**src/cpu_divide_unit_8_16_top_assert.svh**
```systemverilog
// assertion macros for the divide unit checks
`ifndef CPU_DIVIDE_UNIT_8_16_TOP_ASSERT_SVH
`define CPU_DIVIDE_UNIT_8_16_TOP_ASSERT_SVH

// same-cycle implication, held off during reset
`define CDU_ASSERT_NOW(label, clk, rstn, ante, cons, msg) \
    label: assert property (@(posedge clk) disable iff (!(rstn)) (ante) |-> (cons)) \
        else $error(msg);

// next-cycle implication, held off during reset
`define CDU_ASSERT_NEXT(label, clk, rstn, ante, cons, msg) \
    label: assert property (@(posedge clk) disable iff (!(rstn)) (ante) |=> (cons)) \
        else $error(msg);

`endif

```
**src/cdu_pkg.sv**
```systemverilog
// shared types and constants for the divide unit
`timescale 1ns / 1ps

package cdu_pkg;

    localparam int CDU_DVD_W           = 32;
    localparam int CDU_DVS_W           = 16;
    localparam int CDU_STEPS_PER_STAGE = 4;
    localparam int CDU_S_TDATA_W       = 48;
    localparam int CDU_S_TUSER_W       = 2;
    localparam int CDU_M_TDATA_W       = 40;

    // one item in flight through the divide stages
    typedef struct packed {
        logic [15:0] rem;       // partial remainder
        logic [31:0] dq;        // dividend shifting out, quotient shifting in
        logic [15:0] dvs;       // divisor magnitude
        logic        req_type;
        logic        word_size;
        logic        neg_q;
        logic        neg_r;
        logic        zero_dvs;
        logic [15:0] zero_q;
        logic [15:0] zero_r;
    } cdu_work_t;

    typedef struct packed {
        logic        overflow;
        logic [15:0] remainder;
        logic [15:0] quotient;
    } cdu_result_t;

endpackage

```
**src/cpu_divide_unit_8_16_top.sv**
```systemverilog
// top level of the pipelined 16/8 and 32/16 divide unit
//
//  chan | dir | tdata (low bit up)                                  | tuser (low bit up)
//  -----+-----+-----------------------------------------------------+--------------------------
//  s_   | in  | dividend[31:0], divisor[47:32]                      | req_type[0], word_size[1]
//  m_   | out | quotient[15:0], remainder[31:16], ovf[32], 0[39:33] | none
//
// one beat accepted per cycle unless a stall on m_ has backed up to s_; a beat passes through
// the entry stage, the restoring divide stages at STEPS_PER_STAGE bits each, and the exit stage
// every stage holds its own valid bit and loads when empty or when the next one drains,
// so bubbles close up and a stall on m_ backs up stage by stage with nothing lost
// reset (aresetn low, synchronous) clears the valid bits only; the unit keeps no state
`timescale 1ns / 1ps

`include "cpu_divide_unit_8_16_top_assert.svh"

module cpu_divide_unit_8_16_top import cdu_pkg::*; #(
    parameter int STEPS_PER_STAGE = CDU_STEPS_PER_STAGE
) (
    input  logic                     aclk,
    input  logic                     aresetn,
    // input beats
    input  logic                     s_tvalid,
    output logic                     s_tready,
    input  logic [CDU_S_TDATA_W-1:0] s_tdata,   // dividend[31:0], divisor[47:32]
    input  logic [CDU_S_TUSER_W-1:0] s_tuser,   // req_type[0], word_size[1]
    // result beats
    output logic                     m_tvalid,
    input  logic                     m_tready,
    output logic [CDU_M_TDATA_W-1:0] m_tdata    // quotient[15:0], remainder[31:16],
                                                // overflow[32], zeros[39:33]
);

    // number of divide stages, one quotient bit per step
    localparam int NUM_STAGES = CDU_DVD_W / STEPS_PER_STAGE;

    logic [NUM_STAGES:0] chain_valid;
    logic [NUM_STAGES:0] chain_ready;
    cdu_work_t           chain_work [NUM_STAGES+1];
    cdu_result_t         result;

    // checker helpers: beat entering the exit stage and the result beat it leaves as
    logic                post_take;
    logic                post_zero;
    logic                post_byte;
    logic                m_ovf;
    logic                m_upper_zero;

    // operand decode and magnitudes
    cdu_prep u_prep (
        .aclk      (aclk),
        .aresetn   (aresetn),
        .in_valid  (s_tvalid),
        .in_ready  (s_tready),
        .req_type  (s_tuser[0]),
        .word_size (s_tuser[1]),
        .dividend  (s_tdata[31:0]),
        .divisor   (s_tdata[47:32]),
        .out_valid (chain_valid[0]),
        .out_ready (chain_ready[0]),
        .out_work  (chain_work[0])
    );

    // restoring divide, msb of the quotient first
    for (genvar i = 0; i < NUM_STAGES; i++) begin : g_stage
        cdu_div_stage #(
            .STEPS (STEPS_PER_STAGE)
        ) u_stage (
            .aclk      (aclk),
            .aresetn   (aresetn),
            .in_valid  (chain_valid[i]),
            .in_ready  (chain_ready[i]),
            .in_work   (chain_work[i]),
            .out_valid (chain_valid[i+1]),
            .out_ready (chain_ready[i+1]),
            .out_work  (chain_work[i+1])
        );
    end

    // signs, width cut, overflow and the output register
    cdu_post u_post (
        .aclk       (aclk),
        .aresetn    (aresetn),
        .in_valid   (chain_valid[NUM_STAGES]),
        .in_ready   (chain_ready[NUM_STAGES]),
        .in_work    (chain_work[NUM_STAGES]),
        .out_valid  (m_tvalid),
        .out_ready  (m_tready),
        .out_result (result)
    );

    assign m_tdata = {7'b000_0000, result.overflow, result.remainder, result.quotient};

    assign post_take    = chain_valid[NUM_STAGES] && chain_ready[NUM_STAGES];
    assign post_zero    = post_take && chain_work[NUM_STAGES].zero_dvs;
    assign post_byte    = post_take && !chain_work[NUM_STAGES].word_size;
    assign m_ovf        = m_tvalid && m_tdata[32];
    assign m_upper_zero = m_tvalid && (m_tdata[15:8] == 8'h00) && (m_tdata[31:24] == 8'h00);

    // an empty output register means every stage can take a beat
    `CDU_ASSERT_NOW(a_ready_when_drained, aclk, aresetn, !m_tvalid, s_tready, "stall when empty")

    // a zero divisor always leaves with overflow set
    `CDU_ASSERT_NEXT(a_zero_div_ovf, aclk, aresetn, post_zero, m_ovf, "zero divisor, no ovf")

    // byte mode clears the upper bytes of quotient and remainder
    `CDU_ASSERT_NEXT(a_byte_upper_zero, aclk, aresetn, post_byte, m_upper_zero, "byte upper set")

endmodule

```
**src/cdu_prep.sv**
```systemverilog
// entry stage: operand selection, magnitudes and zero-divisor values
`timescale 1ns / 1ps

module cdu_prep import cdu_pkg::*; (
    input  logic        aclk,
    input  logic        aresetn,
    input  logic        in_valid,
    output logic        in_ready,
    input  logic        req_type,
    input  logic        word_size,
    input  logic [31:0] dividend,
    input  logic [15:0] divisor,
    output logic        out_valid,
    input  logic        out_ready,
    output cdu_work_t   out_work
);

    logic        valid_reg;
    cdu_work_t   work_reg;
    cdu_work_t   work_next;
    logic [31:0] dvd_raw;
    logic [31:0] dvd_sext;
    logic [15:0] dvs_raw;
    logic [15:0] dvs_sext;
    logic        sign_a;
    logic        sign_b;
    logic        neg_a;
    logic        neg_b;

    always_comb begin
        dvd_raw  = word_size ? dividend : {16'h0000, dividend[15:0]};
        dvd_sext = word_size ? dividend : {{16{dividend[15]}}, dividend[15:0]};
        dvs_raw  = word_size ? divisor : {8'h00, divisor[7:0]};
        dvs_sext = word_size ? divisor : {{8{divisor[7]}}, divisor[7:0]};
        sign_a   = word_size ? dividend[31] : dividend[15];
        sign_b   = word_size ? divisor[15] : divisor[7];
        neg_a    = req_type & sign_a;
        neg_b    = req_type & sign_b;

        work_next           = '0;
        work_next.rem       = 16'h0000;
        work_next.dq        = neg_a ? (32'h0000_0000 - dvd_sext) : dvd_raw;
        work_next.dvs       = neg_b ? (16'h0000 - dvs_sext) : dvs_raw;
        work_next.req_type  = req_type;
        work_next.word_size = word_size;
        work_next.neg_q     = neg_a ^ neg_b;
        work_next.neg_r     = neg_a;
        work_next.zero_dvs  = (dvs_raw == 16'h0000);
        work_next.zero_q    = word_size ? ~dividend[31:16] : {8'h00, ~dividend[15:8]};
        work_next.zero_r    = word_size ? dividend[15:0] : {8'h00, dividend[7:0]};
    end

    assign in_ready  = !valid_reg || out_ready;
    assign out_valid = valid_reg;
    assign out_work  = work_reg;

    always_ff @(posedge aclk) begin
        if (!aresetn) begin
            valid_reg <= 1'b0;
        end else if (in_ready) begin
            valid_reg <= in_valid;
        end
    end

    always_ff @(posedge aclk) begin
        if (in_ready && in_valid) begin
            work_reg <= work_next;
        end
    end

endmodule

```
**src/cdu_div_stage.sv**
```systemverilog
// one pipeline stage of restoring division, STEPS quotient bits per stage
`timescale 1ns / 1ps

module cdu_div_stage import cdu_pkg::*; #(
    parameter int STEPS = CDU_STEPS_PER_STAGE
) (
    input  logic      aclk,
    input  logic      aresetn,
    input  logic      in_valid,
    output logic      in_ready,
    input  cdu_work_t in_work,
    output logic      out_valid,
    input  logic      out_ready,
    output cdu_work_t out_work
);

    logic        valid_reg;
    cdu_work_t   work_reg;
    cdu_work_t   work_next;
    logic [16:0] trial;
    logic [17:0] diff;
    logic        fits;

    always_comb begin
        work_next = in_work;
        trial     = '0;
        diff      = '0;
        fits      = 1'b0;
        for (int i = 0; i < STEPS; i++) begin
            trial        = {work_next.rem, work_next.dq[31]};
            diff         = {1'b0, trial} - {2'b00, work_next.dvs};
            fits         = !diff[17];
            work_next.rem = fits ? diff[15:0] : trial[15:0];
            work_next.dq  = {work_next.dq[30:0], fits};
        end
    end

    assign in_ready  = !valid_reg || out_ready;
    assign out_valid = valid_reg;
    assign out_work  = work_reg;

    always_ff @(posedge aclk) begin
        if (!aresetn) begin
            valid_reg <= 1'b0;
        end else if (in_ready) begin
            valid_reg <= in_valid;
        end
    end

    always_ff @(posedge aclk) begin
        if (in_ready && in_valid) begin
            work_reg <= work_next;
        end
    end

endmodule

```
**src/cdu_post.sv**
```systemverilog
// exit stage: sign fix-up, width cut, overflow and output register
`timescale 1ns / 1ps

module cdu_post import cdu_pkg::*; (
    input  logic        aclk,
    input  logic        aresetn,
    input  logic        in_valid,
    output logic        in_ready,
    input  cdu_work_t   in_work,
    output logic        out_valid,
    input  logic        out_ready,
    output cdu_result_t out_result
);

    logic        valid_reg;
    cdu_result_t result_reg;
    cdu_result_t result_next;
    logic [31:0] q_signed;
    logic [15:0] r_signed;
    logic [31:0] q_limit;
    logic        ovf_signed;
    logic        ovf_unsigned;

    always_comb begin
        q_signed     = in_work.neg_q ? (32'h0000_0000 - in_work.dq) : in_work.dq;
        r_signed     = in_work.neg_r ? (16'h0000 - in_work.rem) : in_work.rem;
        q_limit      = in_work.word_size ? 32'h0000_8000 : 32'h0000_0080;
        ovf_signed   = in_work.neg_q ? (in_work.dq > q_limit) : (in_work.dq >= q_limit);
        ovf_unsigned = in_work.word_size ? (|in_work.dq[31:16]) : (|in_work.dq[31:8]);

        result_next = '0;
        if (in_work.zero_dvs) begin
            result_next.quotient  = in_work.zero_q;
            result_next.remainder = in_work.zero_r;
            result_next.overflow  = 1'b1;
        end else begin
            result_next.quotient  = in_work.word_size ? q_signed[15:0]
                                                      : {8'h00, q_signed[7:0]};
            result_next.remainder = in_work.word_size ? r_signed
                                                      : {8'h00, r_signed[7:0]};
            result_next.overflow  = in_work.req_type ? ovf_signed : ovf_unsigned;
        end
    end

    assign in_ready   = !valid_reg || out_ready;
    assign out_valid  = valid_reg;
    assign out_result = result_reg;

    always_ff @(posedge aclk) begin
        if (!aresetn) begin
            valid_reg <= 1'b0;
        end else if (in_ready) begin
            valid_reg <= in_valid;
        end
    end

    always_ff @(posedge aclk) begin
        if (in_ready && in_valid) begin
            result_reg <= result_next;
        end
    end

endmodule

```
**config.mk**
```make
export PLATFORM = sky130hd
export DESIGN_NAME = cpu_divide_unit_8_16_top
export DESIGN_NICKNAME = d
export VERILOG_FILES = /design/src/cdu_pkg.sv /design/src/cpu_divide_unit_8_16_top.sv /design/src/cdu_prep.sv /design/src/cdu_div_stage.sv /design/src/cdu_post.sv
export VERILOG_INCLUDE_DIRS = /design/src /design/src/src
export SDC_FILE = /design/constraint.sdc
export NUM_CORES = 2
export LEC_CHECK = 0
export ABC_AREA = 1
export BUFFER_PORTS_ARGS = -buffer_cell sky130_fd_sc_hd__buf_2
export CORE_MARGIN = 4
export CORE_UTILIZATION = 45
export DETAILED_ROUTE_END_ITERATION = 12
export PLACE_DENSITY = 0.62
export SLEW_MARGIN = 20
export SYNTH_ARGS = -nofsm -noshare
export SYNTH_HDL_FRONTEND = slang
export SYNTH_SLANG_ARGS = --single-unit
```
**constraint.sdc**
```tcl
create_clock -name aclk -period 8.75 [get_ports aclk]
set_clock_uncertainty 0.15 [all_clocks]
set_input_delay 0.4375 -clock aclk [delete_from_list [all_inputs] [get_ports aclk]]
set_output_delay 0.4375 -clock aclk [all_outputs]
set_load 0.01 [all_outputs]
```
==> impl_metrics.ini <==
[outcome]
status = finished clean

[clock_network]
path_clk_slew_ns = 0.06
clk_root_buffer_cell = sky130_fd_sc_hd__clkbuf_16
tritoncts = built
htree_levels = 3
cts_inserted_buffers = 97
clockBufferDepth = 3
worst_skew_pair.late_latency_ns = 0.71
tritoncts_num_sinks = 912

[synthesis]
netlist_instances = 7041
postSynthAreaPerCell_um2 = 8.67
synth_ff_type = sky130_fd_sc_hd__edfxtp_1
yosysWarningCount = 0
post_synthesis_cell_area_um2 = 61100
synth.yosys.seq_area_share_pct = 44.7
synth_seq_cells = 912
yosysUniqueCellTypes = 58
async_flop_share_pct = 0
synth_edf_count = 902

[layout]
multi_input_combinational_cell_area_um2 = 30000
post_layout_util_pct = 52.6
regArea_um2 = 27300
finish.net_count = 8214
layout-drive-gt1-share_pct = 12.0
insertedDiodeCount = 0
num-fill-cells = 12440
area_growth_syn_to_layout_pct = 15.4
finish.instance_area_um2 = 70500

[sta]
slew_headroom_pct = 29.7
report.final.slew_viol_count = 0
layout_setup_ws_ns = 0.566
timing.setup.tns_ns = 0
max_slew.worst_pin.slew_ns = 1.05
report.final.hold_viol_count = 0
max_clk_rate_mhz = 122
period_needed_ns = 8.18
fin_crit_sh_pct = 93.5
setup_violations = 0

[worst_setup_path]
critPathMaxFanout = 21
required_ns = 9.03
path_common_cell = sky130_fd_sc_hd__nand2_1
worst_path_max_delay_cell = sky130_fd_sc_hd__edfxtp_1
crit_path_max_incr_delay_ns = 0.53
path_delay_family = simple AND/OR/NAND/NOR gates
timing_worst_setup_path_type = reg -> reg
worst_setup_path_end_kind = register
worst-path-buf-inv = 7
critPathArrivalTime_ns = 8.46
worstSetupStartpointType = register

[die]
die_span_y_um = 376
rows = 134
initial_core_util_pct = 45.5
boundaryPins = 96
coreArea_um2 = 134000
die_x_um = 376
die-area_um2 = 142000

[routing]
detail_route.drc_violations = 0
finalWirelength_um = 169000
drt_pass1_iterations = 5
final_antenna_net_count = 0
vias = 49614
drt_first_iter_violations = 4076
wire_per_inst_um = 17.8
route.detailed.vias_per_inst = 5.24

[place]
post-place-ws_ns = 0.194
routabilityCongestion = 0.976
hpwlAfterDp_um = 137000
place.port_buffers = 88
dpl_cell_area_um2 = 66600

[global_route]
grt_start_max_net_pins = 85
grtUsageTotal_pct = 23.3
grt_overflow_total = 0
antenna_found_initial = 2
grt_pass1_vias = 46400
first_pass_grt_wire_length_um = 262000

[min_path]
worst_hold_path_type = in -> reg

[flow_run]
drv_cap = 0
==> placed cells by master, fill, tap and decap left out, drive strengths merged, types with 8 or more instances in the layout <==
cell type    instances
a31oi               10
nand2             2001
a21o                22
bufinv               8
o21a                21
o211ai               8
dfxtp               10
ha                 504
conb                14
clkinvlp            13
clkbuf             113
nand3b              37
or2                 40
and2                 9
dlygate4sd3         37
o2111ai             18
nor3                64
xnor2              195
a21oi              530
nand4               66
edfxtp             902
o31ai               25
o21bai              22
buf                543
fa                  31
o21ai              429
nor2               482
xor2               201
clkinv              47
inv                851
nor4                11
nand3              399
a21boi              20
==> worst reg2reg max path: cells and delay by family, from the launching register on <==
family	cells	cell delay (ns)
AOI/OAI and AO/OA	11	2.01
DFF	1	0.53
buffers and inverters	7	1.07
adders and majority gates	5	1.66
and+or+nand+nor	25	2.53
==> per-layer routing <==
layer  track usage (%)  wire [um]  up-vias
met5                 0          0        -
met4              5.56       3960        0
met3              2.76       8710      218
met2              36.8      75000     1357
met1              34.3      81500    23088
li1                  -          -    24951
==> area by class of cell <==
cell class | count | area share, %
multi-input combinational | 5184 | 42.5
sequential | 912 | 38.7
timing repair buffer | 580 | 6.35
inverter | 849 | 4.58
clock buffer | 113 | 3.57
tap | 1768 | 3.14
clock inverter | 69 | 1.13
timing repair inverter | 1 | 0.0107
==> final timing paths <==
kind                                                                  end                                      start  cells past startpoint  slack, ns
worst min-delay path                        u_prep.out_work[52]$_DFFE_PP_                                s_tdata[47]                      3       0.07
worst min register to register  g_stage[7].u_stage.out_work[65]$_DFFE_PP_  g_stage[6].u_stage.out_work[61]$_DFFE_PP_                      0       0.24
worst max register to register  g_stage[6].u_stage.out_work[92]$_DFFE_PP_  g_stage[5].u_stage.out_work[37]$_DFFE_PP_                     48       0.57
worst max-delay path            g_stage[6].u_stage.out_work[92]$_DFFE_PP_  g_stage[5].u_stage.out_work[37]$_DFFE_PP_                     48       0.57
==> cell usage after synthesis, types with 64 or more instances <==
cell type	n	area, um^2
sky130_fd_sc_hd__a21oi_1	520	2600
sky130_fd_sc_hd__edfxtp_1	902	27100
sky130_fd_sc_hd__ha_1	504	6310
sky130_fd_sc_hd__inv_1	823	3090
sky130_fd_sc_hd__nand2_1	1975	7410
sky130_fd_sc_hd__nand3_1	360	1800
sky130_fd_sc_hd__nand4_1	66	413
sky130_fd_sc_hd__nor2_1	453	1700
sky130_fd_sc_hd__nor3_1	64	320
sky130_fd_sc_hd__o21ai_0	339	1700
sky130_fd_sc_hd__xnor2_1	195	1710
sky130_fd_sc_hd__xor2_1	201	1760
==> stage by stage <==
step	std cells	hold WS [ns]
3_3_place_gp	9238	0.250
2_1_floorplan	7054	0.250
5_1_grt	9476	0.0434
3_5_place_dp	9238	0.255
6_report	9476	0.0681
4_1_cts	9457	0.00758
==> kinds of logic (layout without fill, tap and decap cells) <==
family                   count (synthesis)  in the layout  share of synthesized area (%)
AND/OR/NAND/NOR                       3116           3116                           21.6
flip-flops                             912            912                           44.7
buffers and inverters                  958           1612                           6.49
XOR/XNOR                               396            396                           5.68
AO/OA/AOI/OAI                         1123           1123                           10.2
adder cells (fa/ha/maj)                535            535                           11.3
other                                    1             14                        0.00614
==> registers in the layout (all words and copies together) (netlist names) <==
name                       cells
u_post.out_result             33
g_stage.u_stage.out_valid      8
g_stage.u_stage.out_work     785
u_post.out_valid               1
u_prep.out_valid               1
u_prep.out_work               84
==> repair_timing <==
| action | 4_1_cts | 5_1_grt |
|---|---|---|
| resized for setup | 0 | 43 |
| hold buffers | 37 | 0 |
| endpoints found under the setup margin | 0 | 108 |
| endpoints found under the hold margin | 52 | 0 |
| buffers inserted | 0 | 17 |
Power is left out: the tool's default activity adds up to more than one toggle a clock period on the data nets, which glitch-free logic cannot reach.
